$ cat config.mk
export PLATFORM = sky130hd
export DESIGN_NAME = bt_cell
export DESIGN_NICKNAME = d
export VERILOG_FILES = /design/src/bt_pkg.sv /design/src/bt_cell.sv
export SDC_FILE = /design/constraint.sdc
export NUM_CORES = 1
export LEC_CHECK = 0
export ABC_CLOCK_PERIOD_IN_PS = 14150
export BUFFER_PORTS_ARGS = -buffer_cell sky130_fd_sc_hd__buf_2
export CORE_ASPECT_RATIO = 1.2
export CORE_UTILIZATION = 64
export CTS_CLUSTER_DIAMETER = 100
export DETAILED_ROUTE_END_ITERATION = 7
export PLACE_DENSITY = 0.85
export SLEW_MARGIN = 25
export SYNTH_ARGS = -nofsm -noshare
export SYNTH_HDL_FRONTEND = slang
export SYNTH_SLANG_ARGS = --single-unit
$ cat constraint.sdc
create_clock -name clk -period 14.15 [get_ports clk]
set_input_delay 1.415 -clock clk [delete_from_list [all_inputs] [get_ports clk]]
set_output_delay 1.415 -clock clk [all_outputs]
set_load 0.02 [all_outputs]
$ cat src/bt_pkg.sv
// Shared widths, defaults and control struct for the binomial transform
package bt_pkg;

  localparam int SAMPLE_W    = 16;
  localparam int ROW_W       = 13;
  localparam int COEF_W      = 30;
  localparam int INDEX_W     = 4;
  localparam int IN_TDATA_W  = 16;
  localparam int OUT_TDATA_W = 40;
  localparam int OUT_PAD_W   = OUT_TDATA_W - COEF_W - INDEX_W;
  localparam int MAX_LEN_DEF = 16;

  // broadcast to every cell
  typedef struct packed {
    logic upd;    // sample beat accepted
    logic clear;  // reload Pascal row after this beat
    logic shift;  // output beat: accumulators move one cell down
    logic dir;    // 1: inverse transform
  } bt_ctrl_t;

endpackage

$ cat src/bt_cell.sv
// One coefficient cell: Pascal entry, accumulator and shift path
module bt_cell (
  input  logic                               clk,
  input  logic                               rst_n,
  input  bt_pkg::bt_ctrl_t                   ctrl,
  input  logic                               init_one,
  input  logic                               active,
  input  logic                               odd_pos,
  input  logic signed [bt_pkg::SAMPLE_W-1:0] sample,
  input  logic        [bt_pkg::ROW_W-1:0]    row_left,
  input  logic signed [bt_pkg::COEF_W-1:0]   acc_right,
  output logic        [bt_pkg::ROW_W-1:0]    row,
  output logic signed [bt_pkg::COEF_W-1:0]   acc
);

  logic        [bt_pkg::ROW_W-1:0]  row_r, row_nxt, row_new;
  logic signed [bt_pkg::COEF_W-1:0] acc_r, acc_nxt, prod, term, acc_sat;
  logic signed [bt_pkg::COEF_W:0]   sum;

  // row entry wraps modulo 2^ROW_W
  assign row_new = row_r + row_left;
  assign prod    = bt_pkg::COEF_W'(sample) * bt_pkg::COEF_W'($signed({1'b0, row_new}));
  assign term    = (ctrl.dir && odd_pos) ? -prod : prod;
  assign sum     = {acc_r[bt_pkg::COEF_W-1], acc_r} + {term[bt_pkg::COEF_W-1], term};

  always_comb begin
    if (sum[bt_pkg::COEF_W] != sum[bt_pkg::COEF_W-1]) begin
      acc_sat = sum[bt_pkg::COEF_W] ? {1'b1, {(bt_pkg::COEF_W-1){1'b0}}}
                                    : {1'b0, {(bt_pkg::COEF_W-1){1'b1}}};
    end else begin
      acc_sat = sum[bt_pkg::COEF_W-1:0];
    end
  end

  always_comb begin
    row_nxt = row_r;
    acc_nxt = acc_r;
    if (ctrl.upd) begin
      if (active) begin
        row_nxt = row_new;
        acc_nxt = acc_sat;
      end
      if (ctrl.clear) begin
        row_nxt = {{(bt_pkg::ROW_W-1){1'b0}}, init_one};
      end
    end else if (ctrl.shift) begin
      acc_nxt = acc_right;
    end
  end

  always_ff @(posedge clk) begin
    if (!rst_n) begin
      row_r <= {{(bt_pkg::ROW_W-1){1'b0}}, init_one};
      acc_r <= '0;
    end else begin
      row_r <= row_nxt;
      acc_r <= acc_nxt;
    end
  end

  assign row = row_r;
  assign acc = acc_r;

endmodule

==> flow_summary.ini <==
[run_status]
outcome = completed

[critical_path]
crit_path_end_kind = flop
max_stage_delay_ns = 0.55
reg2reg_from = row[0]
path_common_cell = fa_1
worstPathArrival_ns = 12.24
r2r_end = acc[21]
path_max_fanout = 17
slowest_stage = nand4b_1
rrSetupSlack_ns = 2.92
reg2reg_depth = 42
worstSetupPathType = input pin to flop
startpoint_type = input pin
required_ns = 14.31

[synthesis]
avgSynthCellArea_um2 = 8.11
synthArstFlopShare = 0
yosys_register_bits = 43
synthFlopType = dfxtp_1
synth_edf_count = 1
yosysWarnings = 0
synth_nets = 2049
yosysUniqueCellTypes = 83
synth_cells = 1659
ys_seq_area_frac = 0.0647
netlist_area_um2 = 13500

[drt]
drt-pass1-iter-count = 5
dr_total_vias = 12000
detail_route.vias_per_cell = 6.09
ant_nets = 0
post-route-drc-count = 0
drtIter0Drc = 737
avgRoutedWirePerCell_um = 17.7
wl_mm = 34.9

[finish]
layout-drive-gt1-share = 0.0932
mostFrequentLayoutCells = inv_1 (260), nand2_1 (206), fa_1 (204), a21oi_1 (121), ha_1 (118)
layout_commonest_cell = inv_1
areaGrowthSynthToFinish_pct = 5.95
antenna_cells = 0
stdcell_count = 1971
fin_nets = 2095

[sta]
tns_ns = 0
clock_skew_ns = 0.00322
fin_ws_ns = 2.08
maxSlewHeadroom = 0.314
final_max_slew_viol_count = 0
hold_violations = 0
min_period_ns = 12.07
worst_slew_pin_slew_ns = 1.02
setup_viol = 0
whs_ns = 0.509
period_share = 0.853
fmax_ghz = 0.0828
rsz0062_at_grt = false

[clock_network]
post_cts_buffers = 0
cts-root-buf = clkbuf_16
post_cts_resized = 0
clkTransAtPathRegs_ns = 0.07
clk_latency_ns = 0.30
h-tree-depth = 2
cts_buffers = 5
cts_num_sinks = 43
clockBufferDepth = 2
cts_tree = built
cts_hold_buffers = 0

[grt]
antenna_found_initial = 0
grt_max_degree = 42
grt_usage = 0.337
grt_pass1_wl_mm = 58.6
grt_pass1_vias = 12400
grt-ovfl-total = 0

[place]
portBuffers = 110
place_congestion = 0.961
dp_hpwl_mm = 28.7
pre_cts_slack_ns = 1.83
dp.cells = 1963

[min_path]
whs_endpoint = row[11]
worstHoldStart = row[11]
worstHoldPathCells = 1
hold_class = flop to flop

[flow_run]
maxCapViolCount = 0

[floorplan]
fp.dieW_um = 134
ios = 111
fp.dieH_um = 161
start_util = 0.659
die_area_um2 = 21600
coreArea_um2 = 20400
num_rows = 57
==> per-stage QoR <==
step | util | area (um^2)
final | 0.699 | 14300
after global routing | 0.699 | 14300
after CTS | 0.699 | 14200
after detailed placement | 0.691 | 14100
after global placement | 0.691 | 14100
after floorplan | - | 13500
==> metal layers <==
layer  global-route usage  up-vias  share of wire
li1                     -     5604              -
met5                    0        -              0
met2                0.618      456           0.51
met4                0.132        0          0.038
met3               0.0246       99          0.056
met1                0.407     5836           0.40
==> worst max-delay path by stage <==
stage | startpoint | to | slack, ns | cells after the start
2_1_floorplan | row_left[0] | acc[28] | 2.99 | 43
4_1_cts | row_left[0] | acc[22] | 2.11 | 43
3_3_place_gp | row_left[0] | acc[21] | 2.11 | 43
6_report | row_left[0] | acc[21] | 2.08 | 43
3_5_place_dp | row_left[0] | acc[22] | 1.83 | 43
5_1_grt | row_left[0] | acc[22] | 1.17 | 43
==> cells in the mapped netlist (all sizes together) (6+ instances only) <==
| library cell | n | area share |
|---|---|---|
| a31oi | 11 | 0.0051 |
| o21ai | 68 | 0.026 |
| o21bai | 11 | 0.0061 |
| buf | 12 | 0.0050 |
| a22oi | 6 | 0.0033 |
| a21oi | 123 | 0.046 |
| xnor2 | 50 | 0.033 |
| and2 | 59 | 0.027 |
| nand2 | 206 | 0.057 |
| o21a | 15 | 0.0084 |
| nand4 | 13 | 0.0060 |
| nor3b | 7 | 0.0039 |
| xor2 | 34 | 0.022 |
| o211ai | 36 | 0.020 |
| nand3 | 19 | 0.0078 |
| nor2b | 29 | 0.013 |
| and3 | 27 | 0.013 |
| inv | 260 | 0.073 |
| clkbuf | 68 | 0.019 |
| ha | 118 | 0.11 |
| or3 | 17 | 0.0079 |
| o221ai | 7 | 0.0046 |
| fa | 204 | 0.30 |
| or2 | 8 | 0.0037 |
| nor2 | 51 | 0.014 |
| a21o | 19 | 0.011 |
| o31ai | 10 | 0.0067 |
| nand2b | 9 | 0.0042 |
| a211oi | 7 | 0.0043 |
| nor3 | 25 | 0.0097 |
| dfxtp | 42 | 0.063 |
==> logic make-up after synthesis <==
kind of cell | count (synthesis) | synth area share
buffers and inverters | 340 | 0.0965
XOR/XNOR | 84 | 0.0547
multiplexers | 7 | 0.00586
adder cells (fa/ha/maj) | 322 | 0.413
AO/OA/AOI/OAI | 372 | 0.182
flip-flops | 43 | 0.0647
AND/OR/NAND/NOR | 491 | 0.183
==> critical path, delay by kind of cell <==
kind	cells	cell delay [ns]
fa+ha+maj	10	3.90
compound gates	18	3.33
simple gates	7	2.62
mux	1	0.39
buf+inv	6	0.34
xor+xnor	1	0.23
==> cell type report <==
type                            instances  area [um^2]
Fill cell                            1682         6140
Clock inverter                          3         23.8
Clock buffer                            5          125
Sequential cell                        43          871
Multi-Input combinational cell       1276        11300
Timing Repair Buffer                  119          618
Tap cell                              265          332
Inverter                              260          976
==> sequential cells by signal, summed over array words and instances (netlist names) <==
register and cells:
row 13, acc 30
Power is not shown: default switching activity piles up to over one toggle a cycle in this logic, so the estimate is an artifact.
